===== src/hw/rtl/sols_pkg.sv =====
// Shared types and constants for the self-organizing list search block.
// No dependencies; imported by every module of the block.
package sols_pkg;

  localparam int MAX_ENTRIES = 16;
  localparam int IDX_W       = (MAX_ENTRIES > 1) ? $clog2(MAX_ENTRIES) : 1;
  localparam int LEN_W       = $clog2(MAX_ENTRIES + 1);
  localparam int DATA_W      = 32;
  localparam int POS_W       = 8;
  localparam int MODE_W      = 2;

  localparam logic OP_APPEND = 1'b0;
  localparam logic OP_SEARCH = 1'b1;

  localparam logic [MODE_W-1:0] MODE_PLAIN     = 2'd0;
  localparam logic [MODE_W-1:0] MODE_MTF       = 2'd1;
  localparam logic [MODE_W-1:0] MODE_TRANSPOSE = 2'd2;

  typedef enum logic [1:0] {
    ST_OK   = 2'd0,
    ST_MISS = 2'd1,
    ST_FULL = 2'd2
  } status_t;

  typedef enum logic [2:0] {
    S_IDLE,
    S_READ,
    S_CMP,
    S_SHIFT_RD,
    S_SHIFT_WR,
    S_PLACE,
    S_DONE
  } state_t;

  typedef struct packed {
    logic              we;
    logic [IDX_W-1:0]  waddr;
    logic [DATA_W-1:0] wdata;
    logic [IDX_W-1:0]  raddr;
  } mem_req_t;

  typedef struct packed {
    logic              valid;
    status_t           status;
    logic [POS_W-1:0]  pos;
    logic [DATA_W-1:0] value;
  } res_t;

endpackage


===== src/hw/rtl/sols_chan_if.sv =====
// Request and result channel interfaces for the list search block.
// Standalone; widths match the fields of sols_pkg.
interface sols_in_if;
  logic               valid;
  logic               ready;
  logic               opcode;
  logic signed [31:0] item_value;

  modport source (output valid, output opcode, output item_value, input ready);
  modport sink   (input valid, input opcode, input item_value, output ready);
endinterface

interface sols_out_if;
  logic               valid;
  logic               ready;
  logic        [1:0]  status;
  logic        [7:0]  hit_position;
  logic signed [31:0] hit_value;

  modport source (output valid, output status, output hit_position, output hit_value,
                  input ready);
  modport sink   (input valid, input status, input hit_position, input hit_value,
                  output ready);
endinterface


===== src/hw/rtl/self_organizing_list_search.sv =====
// Self-organizing list search, top level. Keeps up to MAX_ENTRIES signed 32-bit
// values in a list memory with one read and one write port and registered reads.
// An append request writes at the end of the list. A search request reads and
// compares one entry at a time from the front; on an empty list it is a miss.
// Move-to-front and transpose reorder through S_SHIFT_RD, S_SHIFT_WR and S_PLACE,
// and every moved entry passes once through the memory's read and write port.
// One request is in flight at a time; a finished result sits in the output
// register while the next request is taken. The user must write search_mode
// through cfg_wr_en/cfg_wr_data only while the block is idle; the block itself
// does not enforce it. Depends on sols_pkg, sols_chan_if, sols_mem and sols_seq.
module self_organizing_list_search (
  input  logic                        clk,
  input  logic                        rst_n,
  sols_in_if.sink                     in_req,
  sols_out_if.source                  out_res,
  input  logic                        cfg_wr_en,
  input  logic [sols_pkg::MODE_W-1:0] cfg_wr_data
);
  import sols_pkg::*;

  logic [MODE_W-1:0] mode_r;
  logic              out_valid_r;
  status_t           out_status_r;
  logic [POS_W-1:0]  out_pos_r;
  logic [DATA_W-1:0] out_value_r;

  mem_req_t          mem_req;
  logic [DATA_W-1:0] mem_rdata;
  res_t              res;
  logic              out_free;

  assign out_free = !out_valid_r || out_res.ready;

  sols_mem u_mem (
    .clk   (clk),
    .req   (mem_req),
    .rdata (mem_rdata)
  );

  sols_seq u_seq (
    .clk         (clk),
    .rst_n       (rst_n),
    .in_valid    (in_req.valid),
    .in_ready    (in_req.ready),
    .in_opcode   (in_req.opcode),
    .in_value    (in_req.item_value),
    .search_mode (mode_r),
    .mem_req     (mem_req),
    .mem_rdata   (mem_rdata),
    .res         (res),
    .out_free    (out_free)
  );

  always_ff @(posedge clk) begin
    if (!rst_n) begin
      mode_r      <= MODE_PLAIN;
      out_valid_r <= 1'b0;
    end else begin
      if (cfg_wr_en) begin
        mode_r <= cfg_wr_data;
      end
      if (out_free) begin
        out_valid_r <= res.valid;
      end
    end
  end

  always_ff @(posedge clk) begin
    if (out_free && res.valid) begin
      out_status_r <= res.status;
      out_pos_r    <= res.pos;
      out_value_r  <= res.value;
    end
  end

  assign out_res.valid        = out_valid_r;
  assign out_res.status       = out_status_r;
  assign out_res.hit_position = out_pos_r;
  assign out_res.hit_value    = out_value_r;

endmodule


===== src/hw/rtl/sols_mem.sv =====
// List storage: one write port, one read port with registered read data.
// Depends on sols_pkg.
module sols_mem (
  input  logic                             clk,
  input  sols_pkg::mem_req_t               req,
  output logic [sols_pkg::DATA_W-1:0]      rdata
);
  import sols_pkg::*;

  logic [DATA_W-1:0] mem [MAX_ENTRIES];

  always_ff @(posedge clk) begin
    if (req.we) begin
      mem[req.waddr] <= req.wdata;
    end
  end

  always_ff @(posedge clk) begin
    rdata <= mem[req.raddr];
  end

endmodule


===== src/hw/rtl/sols_seq.sv =====
// Sequencer: scans the list with one shared comparator, then reorders it
// through the list memory ports. Depends on sols_pkg and drives sols_mem.
module sols_seq (
  input  logic                        clk,
  input  logic                        rst_n,
  input  logic                        in_valid,
  output logic                        in_ready,
  input  logic                        in_opcode,
  input  logic [sols_pkg::DATA_W-1:0] in_value,
  input  logic [sols_pkg::MODE_W-1:0] search_mode,
  output sols_pkg::mem_req_t          mem_req,
  input  logic [sols_pkg::DATA_W-1:0] mem_rdata,
  output sols_pkg::res_t              res,
  input  logic                        out_free
);
  import sols_pkg::*;

  state_t            state_r, state_nxt;
  logic [LEN_W-1:0]  len_r, len_nxt;
  logic [IDX_W-1:0]  idx_r, idx_nxt;
  logic [DATA_W-1:0] key_r, key_nxt;
  status_t           status_r, status_nxt;
  logic [POS_W-1:0]  pos_r, pos_nxt;
  logic [DATA_W-1:0] val_r, val_nxt;

  logic in_fire;
  logic full;
  logic match;
  logic last;
  logic reorder;

  assign in_fire = in_valid && (state_r == S_IDLE);
  assign full    = (len_r == LEN_W'(MAX_ENTRIES));
  assign match   = (mem_rdata == key_r);
  assign last    = ((LEN_W'(idx_r) + LEN_W'(1)) == len_r);
  assign reorder = ((search_mode == MODE_MTF) || (search_mode == MODE_TRANSPOSE))
                   && (idx_r != '0);

  always_comb begin
    state_nxt = state_r;
    unique case (state_r)
      S_IDLE: begin
        if (in_fire) begin
          if (in_opcode == OP_APPEND || len_r == '0) begin
            state_nxt = S_DONE;
          end else begin
            state_nxt = S_READ;
          end
        end
      end
      S_READ:     state_nxt = S_CMP;
      S_CMP: begin
        priority if (match && reorder) state_nxt = S_SHIFT_RD;
        else if (match || last)        state_nxt = S_DONE;
        else                           state_nxt = S_READ;
      end
      S_SHIFT_RD: state_nxt = S_SHIFT_WR;
      S_SHIFT_WR: begin
        if (search_mode == MODE_MTF && idx_r != IDX_W'(1)) begin
          state_nxt = S_SHIFT_RD;
        end else begin
          state_nxt = S_PLACE;
        end
      end
      S_PLACE:    state_nxt = S_DONE;
      S_DONE: begin
        if (out_free) begin
          state_nxt = S_IDLE;
        end
      end
      default:    state_nxt = S_IDLE;
    endcase
  end

  always_comb begin
    len_nxt       = len_r;
    idx_nxt       = idx_r;
    key_nxt       = key_r;
    status_nxt    = status_r;
    pos_nxt       = pos_r;
    val_nxt       = val_r;
    in_ready      = 1'b0;
    mem_req.we    = 1'b0;
    mem_req.waddr = idx_r;
    mem_req.wdata = mem_rdata;
    mem_req.raddr = idx_r;
    res.valid     = 1'b0;
    res.status    = status_r;
    res.pos       = pos_r;
    res.value     = val_r;
    unique case (state_r)
      S_IDLE: begin
        in_ready = 1'b1;
        if (in_fire) begin
          key_nxt = in_value;
          idx_nxt = '0;
          pos_nxt = '0;
          val_nxt = '0;
          if (in_opcode == OP_APPEND) begin
            if (full) begin
              status_nxt = ST_FULL;
            end else begin
              status_nxt    = ST_OK;
              mem_req.we    = 1'b1;
              mem_req.waddr = len_r[IDX_W-1:0];
              mem_req.wdata = in_value;
              len_nxt       = len_r + LEN_W'(1);
            end
          end else begin
            status_nxt = ST_MISS;
          end
        end
      end
      S_READ: begin
        mem_req.raddr = idx_r;
      end
      S_CMP: begin
        if (match) begin
          status_nxt = ST_OK;
          pos_nxt    = POS_W'(idx_r);
          val_nxt    = mem_rdata;
        end else if (!last) begin
          idx_nxt = idx_r + IDX_W'(1);
        end
      end
      S_SHIFT_RD: begin
        mem_req.raddr = idx_r - IDX_W'(1);
      end
      S_SHIFT_WR: begin
        // entry moves back one place
        mem_req.we    = 1'b1;
        mem_req.waddr = idx_r;
        mem_req.wdata = mem_rdata;
        idx_nxt       = idx_r - IDX_W'(1);
      end
      S_PLACE: begin
        mem_req.we    = 1'b1;
        mem_req.waddr = idx_r;
        mem_req.wdata = val_r;
      end
      S_DONE: begin
        res.valid = 1'b1;
      end
      default: begin
        in_ready = 1'b0;
      end
    endcase
  end

  always_ff @(posedge clk) begin
    if (!rst_n) begin
      state_r <= S_IDLE;
      len_r   <= '0;
    end else begin
      state_r <= state_nxt;
      len_r   <= len_nxt;
    end
  end

  always_ff @(posedge clk) begin
    idx_r    <= idx_nxt;
    key_r    <= key_nxt;
    status_r <= status_nxt;
    pos_r    <= pos_nxt;
    val_r    <= val_nxt;
  end

endmodule


===== src/flat_wrapper.sv =====
// flat-port wrapper written by rule: the top's interface ports become plain ports
module self_organizing_list_search_flat import sols_pkg::*;
  (clk, rst_n, cfg_wr_en, cfg_wr_data, in_req_valid, in_req_opcode, in_req_item_value, in_req_ready, out_res_valid, out_res_status, out_res_hit_position, out_res_hit_value, out_res_ready);
  sols_in_if in_req_i ();
  sols_out_if out_res_i ();
  input  logic clk;
  input  logic rst_n;
  input  logic cfg_wr_en;
  input  logic [sols_pkg::MODE_W-1:0] cfg_wr_data;
  input wire logic [$bits(in_req_i.valid)-1:0] in_req_valid;
  input wire logic [$bits(in_req_i.opcode)-1:0] in_req_opcode;
  input wire logic [$bits(in_req_i.item_value)-1:0] in_req_item_value;
  output wire logic [$bits(in_req_i.ready)-1:0] in_req_ready;
  output wire logic [$bits(out_res_i.valid)-1:0] out_res_valid;
  output wire logic [$bits(out_res_i.status)-1:0] out_res_status;
  output wire logic [$bits(out_res_i.hit_position)-1:0] out_res_hit_position;
  output wire logic [$bits(out_res_i.hit_value)-1:0] out_res_hit_value;
  input wire logic [$bits(out_res_i.ready)-1:0] out_res_ready;
  assign in_req_i.valid = in_req_valid;
  assign in_req_i.opcode = in_req_opcode;
  assign in_req_i.item_value = in_req_item_value;
  assign in_req_ready = in_req_i.ready;
  assign out_res_valid = out_res_i.valid;
  assign out_res_status = out_res_i.status;
  assign out_res_hit_position = out_res_i.hit_position;
  assign out_res_hit_value = out_res_i.hit_value;
  assign out_res_i.ready = out_res_ready;
  self_organizing_list_search u_core (.clk(clk), .rst_n(rst_n), .in_req(in_req_i), .out_res(out_res_i), .cfg_wr_en(cfg_wr_en), .cfg_wr_data(cfg_wr_data));
endmodule

===== config.mk =====
export PLATFORM = sky130hd
export DESIGN_NAME = self_organizing_list_search_flat
export DESIGN_NICKNAME = d
export VERILOG_FILES = /design/src/hw/rtl/sols_pkg.sv /design/src/hw/rtl/sols_chan_if.sv /design/src/hw/rtl/self_organizing_list_search.sv /design/src/hw/rtl/sols_mem.sv /design/src/hw/rtl/sols_seq.sv /design/src/flat_wrapper.sv
export SDC_FILE = /design/constraint.sdc
export NUM_CORES = 1
export LEC_CHECK = 0
export ABC_AREA = 1
export BUFFER_PORTS_ARGS = -buffer_cell sky130_fd_sc_hd__clkbuf_2
export CAP_MARGIN = 25
export CORE_ASPECT_RATIO = 1.4
export CORE_UTILIZATION = 55
export DETAILED_ROUTE_END_ITERATION = 10
export PLACE_DENSITY = 0.72
export SETUP_SLACK_MARGIN = 0.05
export SYNTH_ARGS = -nofsm -noshare
export SYNTH_HDL_FRONTEND = slang
export SYNTH_HIERARCHICAL = 1
export SYNTH_SLANG_ARGS = --single-unit

===== constraint.sdc =====
create_clock -name clk -period 4.4 [get_ports clk]
set_input_delay 0.22 -clock clk [delete_from_list [all_inputs] [get_ports clk]]
set_output_delay 0.22 -clock clk [all_outputs]
set_load 0.02 [all_outputs]

==> impl_metrics.ini <==
[status]
run_status = finished clean

[yosys]
synth.distinct_cells = 41
synthesis.area_per_instance_um2 = 10.67
synth.area.top_cells = edfxtp_1 66%, nand2_1 11%, nand3_1 7.0%, inv_1 6.0%, dfxtp_1 3.0%
synth-warning-count = 6
syn-cell-area_um2 = 28580
post_synth_inst_count = 2679
synth_top_area_frac = 0.6599
postSynth.asyncResetShare = 0
synth-seq-area-share = 0.6900
ys_seq_elements = 671
synth_flop_cell = edfxtp_1
cell_with_the_most_instances_after_synthesis = nand2_1
most_numerous_cell_types_in_the_synthesized_netlist = 826 x nand2_1, 628 x edfxtp_1, 460 x inv_1, 398 x nand3_1, 74 x nor2_1
synth_top_cell_by_area = edfxtp_1
synth_edf_count = 628

[routing]
drt_first_iter_violations = 2093
vias = 19244
drt_first_pass_iters = 6
drt_wl_total_um = 70310
drc = 0
detail_route.wl_per_cell_um = 20.03
ant_nets = 0
routed_via_density = 5.481

[finish]
layout.filler_cells = 3776
final_area_um2 = 32170
num-nets-final = 2861
number_of_antenna_diodes = 0
syn_to_layout_area_delta_pct = 12.58
utilization = 0.6293
post_route_cells_drive_above_1_share = 0.09787

[flow_run]
drv.max_cap_violation_count = 0

[pwr]
total_leakage_power_nw = 13.46
irDropWorstVdd_mv = 0.6220
powerDensity_nw_per_um2 = 690.7
total_power_mw = 22.22

[floorplan]
dieHeight_um = 271.7
die_area_um2 = 52890
standard_cell_core_area_um2 = 51130
floorplan.io_pins = 84
die_extent_in_x_um = 194.7
floorplan.rows = 98
initial_core_util = 0.5589

[timing]
worst-slew-pin-transition_ps = 1233
timing.final.max_slew_violations = 0
hold_ws_ps = 201.3
worst_slew_margin_rel = 0.1779
timing.final.setup_violations = 0
grt_setup_unrepaired = false
report.final.hold_viol_count = 0
fmaxAchievable_ghz = 0.2845
finalCritPeriodShare = 0.7987
setup_total_negative_slack_ps = 0
fin_skew_ps = 17.40
layout_min_cycle_time_ps = 3514

[cts]
htree_num_levels = 2
cts_buffer_depth = 3
numCtsBuffers = 59
cts.repair_timing.setup_buffer_count = 0
clock_sinks = 671
clk_latency_ps = 610
tritoncts = built
cts_hold_repair.buffers = 42
cts_resized = 0
clock_tree.root_cell = clkbuf_16
path_clk_slew_ps = 60

[setup_path]
worst-setup-path-type = reg -> reg
cp-start-kind = flop
cp_endpoint_kind = flop
critical_path.max_fanout = 47
timing.critical_path.arrival_ps = 4070
ff_to_ff_path_depth = 9
timing.critical_path.required_ps = 4950

[placed_design]
hpwl_um = 38700
gp_routability_congestion = 0.8584
placed_cell_area_um2 = 29820
port_buffers = 83

[min_path]
hold_depth = 6
hold_class = in -> reg

[grt]
first_global_vias = 18800
grt_max_degree = 222
grt_remaining_overflow = 0
antenna_found_initial = 0
wire_length_of_the_first_global_routing_pass_um = 107200
grt_usage = 0.2681
per-layer routing:
layer  global-route usage  wire (um)  up-vias
li1                     -          -     8948
met1               0.3326      26230     9066
met2               0.4634      34700     1000
met3              0.03827       6017      230
met4               0.1266       3356        0
met5                    0          0        -
metrics by stage:
stage / setup slack [ps] / instances
after global placement: 1057 / 3335
after CTS: 950.7 / 3504
final: 885.5 / 3511
after floorplan: 647.9 / 2682
after detailed placement: 972.6 / 3354
after global routing: 770.5 / 3511
state kept, by name (all words and copies together) (netlist names):
| signal | flops |
|---|---|
| u_core/u_seq/pos_r | 4 |
| u_core/u_seq/state_r | 3 |
| u_core/out_res.hit_value | 32 |
| u_core/out_res.valid | 1 |
| u_core/u_mem/rdata | 32 |
| u_core/u_seq/val_r | 32 |
| u_core/out_res.hit_position | 8 |
| u_core/u_seq/status_r | 2 |
| u_core/u_seq/len_r | 5 |
| u_core/u_seq/idx_r | 4 |
| u_core/mode_r | 2 |
| u_core/out_res.status | 2 |
| u_core/u_mem/mem | 512 |
| u_core/u_seq/key_r | 32 |
final timing paths:
| check | from | endpoint | slack (ps) |
|---|---|---|---|
| hold reg to reg | u_core/u_seq/pos_r[3]$_SDFFCE_PN0P_ | u_core/out_res.hit_position[3]$_DFFE_PP_ | 420 |
| setup / recovery | u_core/u_seq/state_r[0]$_SDFFE_PN0P_ | u_core/u_mem/rdata[19]$_DFF_P_ | 890 |
| hold / removal | in_req_valid | u_core/u_seq/state_r[2]$_SDFFE_PN0P_ | 200 |
| setup reg to reg | u_core/u_seq/state_r[0]$_SDFFE_PN0P_ | u_core/u_mem/rdata[19]$_DFF_P_ | 890 |
critical path, stage by stage, from the launching register on:
cell      delay (ps)
dfxtp_1          390
inv_1            130
nor3_1           660
inv_1            360
o21ai_4          230
clkinv_2         800
buf_4            550
nand3_1          120
nand3_1           90
nand2_1          100
power by group:
group | internal [mW] | switching, mW
clock | 2.84 | 2.25
combinational | 2.17 | 5.59
sequential | 8.91 | 0.456
area by class of cell:
type | instances | area (um2) | share of cell area
flip-flops and latches | 671 | 19720 | 0.6129
multi-input cells | 1421 | 6482 | 0.2015
inverters | 465 | 1754 | 0.05452
clock buffers | 81 | 1609 | 0.05001
repair buffers | 196 | 1526 | 0.04744
well taps | 650 | 813.3 | 0.02528
clock inverters | 27 | 270.3 | 0.008400
cells in the final DEF (no fill, tap or decap), types with 3 or more instances in the layout:
cell | synthesis | final
a21oi_1 | 7 | 6
buf_12 | 1 | 12
buf_4 | 16 | 57
bufinv_16 | 0 | 5
clkbuf_1 | 16 | 17
clkbuf_16 | 0 | 59
clkbuf_2 | 0 | 83
clkbuf_8 | 0 | 5
clkinv_1 | 1 | 6
clkinv_2 | 0 | 12
clkinvlp_4 | 0 | 5
conb_1 | 1 | 4
dfxtp_1 | 43 | 43
dlygate4sd3_1 | 0 | 42
edfxtp_1 | 628 | 628
ha_1 | 7 | 7
inv_1 | 460 | 459
nand2_1 | 826 | 826
nand3_1 | 398 | 398
nand4_1 | 3 | 3
nor2_1 | 74 | 58
nor2_2 | 4 | 4
nor2_4 | 1 | 17
nor3_1 | 3 | 3
o211ai_1 | 32 | 32
o21ai_0 | 17 | 13
o21ai_4 | 0 | 4
xnor2_1 | 23 | 23
kinds of logic after synthesis:
group	count (synthesis)	synth area share
AOI/OAI and AO/OA	66	0.01502
xor gates and xnor gates	27	0.008537
adders and majority gates	7	0.003065
buffers and inverters	590	0.09041
DFF	671	0.6900
other	1	0.0001312
and+or+nand+nor	1317	0.1929
Note: power is estimated with default switching activity, not from simulation.
